`src/design/rmv_pkg.sv`:
```
// ----------------------------------------------------------------------------
// rmv_pkg
// Shared widths, register map and reset values of the running mean/variance core.
// ----------------------------------------------------------------------------
package rmv_pkg;

    localparam int DATA_W      = 32;
    localparam int WIDE_W      = 64;
    localparam int SLOTS_DEF   = 16;
    localparam int FRAC_DEF    = 16;
    localparam int ADDR_W      = 3;

    localparam logic [0:0] REG_WARMUP   = 1'b0;
    localparam logic [0:0] REG_FALLBACK = 1'b1;

    localparam logic [DATA_W-1:0] WARMUP_RST   = 32'd1000;
    localparam logic [DATA_W-1:0] FALLBACK_RST = 32'd655;

endpackage

```
`src/design/rmv_div.sv`:
```
// ----------------------------------------------------------------------------
// rmv_div
// Restoring divider, 64-bit dividend by 32-bit divisor, one quotient bit a cycle.
// ----------------------------------------------------------------------------
module rmv_div import rmv_pkg::*; (
    input  logic              i_clk,
    input  logic              i_rst_n,
    input  logic              i_start,
    input  logic [WIDE_W-1:0] i_dividend,
    input  logic [DATA_W-1:0] i_divisor,
    output logic              o_done,
    output logic [WIDE_W-1:0] o_quotient
);

    logic              r_busy;
    logic              r_done;
    logic [5:0]        r_cnt;
    logic [DATA_W-1:0] r_rem;
    logic [DATA_W-1:0] r_dvs;
    logic [WIDE_W-1:0] r_quo;
    logic [DATA_W:0]   w_trial;
    logic              w_ge;

    assign w_trial = {r_rem, r_quo[WIDE_W-1]};
    assign w_ge    = (w_trial >= {1'b0, r_dvs});

    always_ff @(posedge i_clk) begin
        if (!i_rst_n) begin
            r_busy <= 1'b0;
            r_done <= 1'b0;
            r_cnt  <= '0;
        end else begin
            r_done <= 1'b0;
            if (i_start) begin
                r_busy <= 1'b1;
                r_cnt  <= 6'd63;
            end else if (r_busy) begin
                r_cnt <= r_cnt - 6'd1;
                if (r_cnt == 6'd0) begin
                    r_busy <= 1'b0;
                    r_done <= 1'b1;
                end
            end
        end
    end

    always_ff @(posedge i_clk) begin
        if (i_start) begin
            r_quo <= i_dividend;
            r_rem <= '0;
            r_dvs <= i_divisor;
        end else if (r_busy) begin
            if (w_ge) begin
                r_rem <= DATA_W'(w_trial - {1'b0, r_dvs});
            end else begin
                r_rem <= w_trial[DATA_W-1:0];
            end
            r_quo <= {r_quo[WIDE_W-2:0], w_ge};
        end
    end

    assign o_done     = r_done;
    assign o_quotient = r_quo;

endmodule

```
`config.mk`:
```
export PLATFORM = sky130hd
export DESIGN_NAME = rmv_div
export DESIGN_NICKNAME = d
export VERILOG_FILES = /design/src/design/rmv_pkg.sv /design/src/design/rmv_div.sv
export SDC_FILE = /design/constraint.sdc
export NUM_CORES = 1
export LEC_CHECK = 0
export BUFFER_PORTS_ARGS = -buffer_cell sky130_fd_sc_hd__buf_2
export CAP_MARGIN = 10
export CORE_MARGIN = 3
export CORE_UTILIZATION = 53
export DETAILED_ROUTE_END_ITERATION = 12
export GPL_TIMING_DRIVEN = 0
export PLACE_DENSITY = 0.79
export SYNTH_ARGS = -nofsm -noshare
export SYNTH_HDL_FRONTEND = slang
export SYNTH_SLANG_ARGS = --single-unit
export TNS_END_PERCENT = 1
```
`constraint.sdc`:
```
create_clock -name i_clk -period 4.4 [get_ports i_clk]
set_clock_uncertainty 0.15 [all_clocks]
set_input_delay 0.88 -clock i_clk [delete_from_list [all_inputs] [get_ports i_clk]]
set_output_delay 0.88 -clock i_clk [all_outputs]
set_load 0.02 [all_outputs]
```
==> results by group, run 1 <==
CTS
  – Post-CTS Setup Bufs: 0
  – Root Buffer: clkbuf_16
  – H-Tree Depth: 4
  – Clk sinks: about 140
  – CTS max path bufs: 2
  – Clock-pin slew on the worst setup and hold paths: 0.06 ns
  – Cts hold-fix bufs: 0
  – Clk Latency, worst-skew pair: around 0.42 ns
  – CTS tree: built
  – Num CTS Buffers: 17
  – Post-cts repair resize count: 0

Cells and area
  – Final Util: between 60% and 70%
  – Layout area overhead: 22.7%
  – Final non-filler cell total: 996
  – Post-route cell area: 0.00870 mm²
  – Ant diodes: 0
  – Share of layout cells above drive strength 1: about 32%
  – Area of the multi-input gates: 0.00312 mm²
  – Fill cells: between 900 and 1,000
  – FF+latch area: 0.00368 mm²
  – # nets final: 945

Routing
  – Residual DRC: 0
  – Routed via count: 5,740
  – Vias per Instance: 5.76
  – Post-route ant nets: 0
  – DRT Pass-1 Iters: 5
  – Total Wirelength: 17,800 µm
  – Iter 0 DRT Violations: about 380
  – DR WL/cell: roughly 18 µm

Yosys
  – Yosys top cell area share: 40.6%
  – Post-synth top flop: edfxtp_1
  – Synthesized net count: ~760
  – Top-count cell post-synth: edfxtp_1
  – Post-synth cell types: 54
  – Register area share after synthesis: 51.9%
  – Avg Cell Area, Syn: about 11 µm²
  – Top cells by area, synth: edfxtp_1 (41%), dfxtp_1 (11%), mux2_2 (10%), ha_1 (6.0%), xnor2_1 (2.8%)
  – Synth Cell Area: 0.00709 mm²
  – Cells after Synth: between 600 and 700
  – Post-synth top area cell: edfxtp_1
  – FFs w/ async S/R, synth: 0%
  – Synthesized flop and latch total: between 100 and 150
  – EDFF count, synth: 96
  – Commonest cells post-synth: edfxtp_1 (96), mux2_2 (64), inv_1 (43)
  – Ys Warns: 0

Place
  – Gpl congestion: ~0.96
  – IO Port Bufs: 163
  – DP Cell Count: 964
  – DP Area: about 0.0081 mm²
  – HPWL reported at the end of detailed placement: roughly 13,000 µm
  – Pre-CTS setup slack: about 0.7 ns

STA
  – RSZ-0062 raised after global routing: no
  – Fin Hold WS: approximately 0.32 ns
  – Final Hold Viols: 0
  – Final Critical Period: ~3.7 ns
  – Setup_tns: 0 ns
  – Max Fclk: 273 MHz
  – Slew at the pin closest to its max-slew limit: 0.796 ns
  – Tcrit/Tclk final: between 80% and 90%
  – # setup viols final: 0
  – PnR worst setup slack: between 0.7 and 0.8 ns
  – Slew margin rel.: about 47%
  – Slew Limit Fails: 0

Global route
  – Gr usage total: 25.0%
  – Total congestion overflow: 0
  – Pin count of the biggest net entering global routing: 50
  – First-pass GRT wire length: between 20,000 and 30,000 µm
  – Initial antenna violation count: 0
  – Vias in the first global route: a little under 6,000

Worst setup path
  – CP max FO: 10
  – Crit path DAT: around 3.6 ns
  – Reg-to-Reg End: o_quotient[0]
  – Worst Setup Start Kind: flip-flop
  – Reg2reg start: r_dvs[4]
  – Worst setup EP type: flip-flop
  – Crit path kind: reg2reg
  – CP required: around 4.4 ns
  – FF-to-FF path depth: 11
  – R2r setup slk: ~0.74 ns

Min path
  – Tightest Hold Check Type: reg2reg
  – Hold Path Sink: r_rem[8]
  – Hold path start: r_rem[8]
  – Worst Hold Depth: 2

Floorplanning
  – Die ar.: approximately 0.015 mm²
  – Io pins: ~160
  – Chip height: 122 µm
  – Initial core utilization: about 55%
  – Chip Width: ~120 µm
  – Std cell rows: 41
  – Area of the core: roughly 0.013 mm²

Pwr
  – VDD IR-drop max: between 0.0003 and 0.0004 V
  – Total chip power: between 3 and 4 mW
  – LEAKAGE: between 3 and 4 nW
  – Power density cells: 399 mW/mm²

Run status
  – Status: finished clean

Flow run
  – Maximum Capacitance Violations: 0
[cells in the final DEF, fill, tap and decap left out, drive strengths merged, types with 3 or more instances in the layout]
| cell | n |
|---|---|
| and2 | 3 |
| a32oi | 7 |
| and3 | 6 |
| buf | 169 |
| a21o | 14 |
| o311ai | 5 |
| nor2 | 42 |
| ha | 34 |
| o21a | 3 |
| dfxtp | 40 |
| a21oi | 31 |
| o21ai | 22 |
| mux2 | 64 |
| nand2b | 6 |
| edfxtp | 96 |
| nand4 | 6 |
| nand3 | 19 |
| a211oi | 14 |
| nand2 | 38 |
| clkbuf | 46 |
| o21bai | 4 |
| mux2i | 7 |
| nor2b | 6 |
| xnor2 | 23 |
| clkinvlp | 4 |
| or3 | 4 |
| inv | 43 |
| nor3 | 12 |
| a31oi | 12 |
| xor2 | 11 |
| clkinv | 6 |
[flip-flops by register name, summed over array words and instances, names as in the netlist]
signal	flops
r_cnt	6
r_dvs	32
r_rem	32
o_done	1
r_busy	1
o_quotient	64
[critical path: stages (launching register included)]
cell	delay, ns
edfxtp_1	0.32
inv_1	0.04
ha_1	0.32
a21o_1	0.21
or3_1	0.33
o22ai_1	0.27
o21ai_1	0.20
a211o_1	0.37
a32oi_4	0.44
buf_6	0.24
buf_2	0.30
o21ai_0	0.17
[metal layers]
layer  wire length (µm)  track usage, %  up-vias
met5                  0               0        -
met1               6870            29.1     2755
met4                361            10.6        0
met2               8950            42.1      259
li1                   -               -     2687
met3               1600            8.68       39
[cell type report]
cell class,count,area share (%)
buffer,30,1.47
clock buffer,21,5.29
clock inverter,11,1.16
inverter,43,1.85
multi-input combinational,419,35.8
sequential,136,42.3
tap,172,2.47
timing repair buffer,164,9.60
[power breakdown]
group	internal (mW)	leakage (nW)	switching (mW)
registers	1.50	1.28	0.0542
clock network	0.805	0.265	0.538
logic	0.235	2.26	0.340
[logic make-up after synthesis]
| logic type | after synthesis | synth area share (%) |
|---|---|---|
| AND/OR/NAND/NOR | 148 | 9.79 |
| flip-flops | 136 | 51.9 |
| XOR/XNOR | 34 | 4.20 |
| buffers and inverters | 73 | 4.08 |
| adder cells (fa/ha/maj) | 35 | 6.28 |
| multiplexers | 71 | 11.2 |
| AO/OA/AOI/OAI | 131 | 12.6 |
[worst max path at each step]
| stage | from | end | slack [ns] | cells after the start |
|---|---|---|---|---|
| after global routing | r_dvs[16] | o_quotient[0] | 0.55 | 12 |
| after global placement | i_start | o_quotient[21] | -0.21 | 5 |
| after detailed placement | i_start | o_quotient[48] | 0.71 | 5 |
| final | r_dvs[4] | o_quotient[0] | 0.74 | 11 |
| after CTS | r_dvs[4] | o_quotient[0] | 0.78 | 11 |
| after floorplan | i_start | o_quotient[0] | 1.24 | 4 |
(Power assumes the default switching activity.)
==> inputs of run 2 (changes only) <==
- CORE_UTILIZATION: 53 -> 49
- PLACE_DENSITY: 0.79 -> 0.77
- clock period: 4.4 -> 3.1 ns (I/O delays scaled with it)
==> results by group, run 2 (synthesis gave the netlist of run 1 again) <==
STA
  – Slew at the pin closest to its max-slew limit: 0.651 ns
  – # setup viols final: 18
  – PnR worst setup slack: -0.0699 ns
  – Max Fclk: approximately 320 MHz
  – RSZ-0062 raised after global routing: yes
  – Final Critical Period: between 3 and 4 ns
  – Final Hold Viols: 0
  – Slew Limit Fails: 0
  – Tcrit/Tclk final: 102%
  – Slew margin rel.: between 50 and 60%

CTS
  – H-Tree Depth: 4
  – CTS max path bufs: 2
  – CTS tree: built
  – Clock-pin slew on the worst setup and hold paths: roughly 0.060 ns
  – Clk Latency, worst-skew pair: around 0.42 ns
  – Root Buffer: clkbuf_16
  – Clk sinks: roughly 140
  – Num CTS Buffers: 17

Pwr
  – Power density cells: about 550 mW/mm²
  – Total chip power: between 4 and 5 mW
  – LEAKAGE: 3.86 nW
  – VDD IR-drop max: ~0.00058 V

Cells and area
  – Final non-filler cell total: 1,010
  – Most frequent cells in the layout: buf_2 (164), edfxtp_1 (96), mux2_2 (63), nor2_1 (42), dfxtp_1 (40)
  – Most common cell after layout, fill and taps aside: buf_2
  – Fill cells: around 1,100
  – Layout area overhead: 26.6%
  – Max reg flops: 64
  – # nets final: 950
  – Share of layout cells above drive strength 1: between 30 and 40%

Routing
  – Post-route ant nets: 0
  – Vias per Instance: roughly 5.6
  – DRT Pass-1 Iters: 6
  – DR WL/cell: approximately 18 µm
  – Iter 0 DRT Violations: 482
  – Routed via count: between 5,000 and 6,000
  – Residual DRC: 0
  – Total Wirelength: 17,900 µm

Worst setup path
  – Maximum single-stage delay on the critical path: slightly above 0.4 ns
  – Crit path kind: reg2reg
  – Most numerous cell on the critical path: and3_4
  – Crit path cell chain: inv_2 > ha_4 > and3_4 > and4_1 > and3_4 > a221o_1 > a2111o_1 > a32oi_4 > buf_6 > mux2_4 > mux2i_1 > nor2_1
  – CP max stage cell: a2111o_1
  – Crit path DAT: about 3.3 ns
  – CP required: around 3.2 ns
  – Worst Setup Start Kind: flip-flop
  – CP max FO: 5
  – Worst setup EP type: flip-flop

Run status
  – Failing checks: negative setup slack
  – Status: finished with violations

Min path
  – Tightest Hold Check Type: in2reg

Floorplanning
  – Initial core utilization: roughly half
  – Std cell rows: 43
  – Chip height: 126 µm
  – Area of the core: 0.0140 mm²
  – Die ar.: ~0.016 mm²
  – Chip Width: 126 µm
  – Io pins: ~160

Place
  – Gpl congestion: between 0.9 and 1
  – DP Cell Count: about 970
  – HPWL reported at the end of detailed placement: 12,800 µm
  – IO Port Bufs: between 150 and 200

Global route
  – Gr usage total: about 22%
  – Vias in the first global route: roughly 5,800
  – Total congestion overflow: 0
  – Pin count of the biggest net entering global routing: 37
  – Initial antenna violation count: 0
  – First-pass GRT wire length: 28,500 µm

Flow run
  – Maximum Capacitance Violations: 0
-- run 2: changes by cell type in the layout (fill, tap and decap cells not counted), sizes merged --
| cell | change |
|---|---|
| buf | +9 |
| clkinvlp | -1 |
| diode | +1 |
| clkbuf | -7 |
| clkinv | -1 |
| inv | +5 |
-- run 2: worst max-delay path: cells and delay by family, from the launching register on --
| family | cells | cell delay, ns |
|---|---|---|
| AOI/OAI and AO/OA | 3 | 1.02 |
| adders and majority gates | 1 | 0.21 |
| buffers and inverters | 2 | 0.26 |
| DFF | 1 | 0.39 |
| muxes | 2 | 0.44 |
| and+or+nand+nor | 4 | 0.56 |
-- run 2: per-layer routing --
metal / wire length, µm / track usage, % / vias up / part of all wire, %
li1: - / - / 2690 / -
met1: 7320 / 27.2 / 2669 / 41
met2: 8700 / 37.2 / 249 / 49
met3: 1610 / 9.01 / 19 / 9.0
met4: 233 / 6.12 / 0 / 1.3
met5: 0 / 0 / - / 0
-- run 2: path summary, 6_finish.rpt --
kind	from	endpoint	slack, ns	cells after the start
worst max-delay path	r_dvs[5]	r_rem[7]	-0.07	12
worst min-delay path	i_divisor[0]	r_dvs[0]	0.23	1
worst max register to register	r_dvs[5]	r_rem[7]	-0.07	12
worst min register to register	r_rem[8]	r_rem[8]	0.31	2
-- run 2: per-stage QoR --
step                      util [%]  TNS (ns)  instance area [µm²]  worst slack (ns)  hold slack (ns)
after detailed placement      58.1    -31.30                 8150            -0.419            0.306
after floorplan                  -         0                 7090           0.00464            0.286
after global placement        57.9    -99.76                 8130             -1.36            0.301
final                         63.9    -0.404                 8980           -0.0699            0.226
after CTS                     63.2   -0.0666                 8880           -0.0282            0.211
after global routing          63.9     -2.81                 8980            -0.164            0.203
-- run 2: cell type report --
cell class | count | area, µm² | area share, %
sequential | 136 | 3680 | 41.0
multi-input combinational | 419 | 3290 | 36.6
timing repair buffer | 174 | 937 | 10.4
clock buffer | 18 | 429 | 4.78
tap | 180 | 225 | 2.51
inverter | 43 | 161 | 1.80
buffer | 25 | 128 | 1.42
clock inverter | 14 | 123 | 1.37
antenna | 1 | 2.50 | 0.0279
-- run 2: timing repair --
item	in CTS	in global routing
cloned	0	0
buffers inserted	10	0
gates resized for setup	20	27
endpoints found under the setup margin	33	87
hold buffers	0	0
pin swaps	12	15
-- run 2: power breakdown --
group / total, mW / switching, mW / internal [mW]
registers: 2.21 / 0.0841 / 2.12
clock network: 1.91 / 0.798 / 1.11
logic: 0.846 / 0.487 / 0.359
total: 4.96 / 1.37 / 3.59
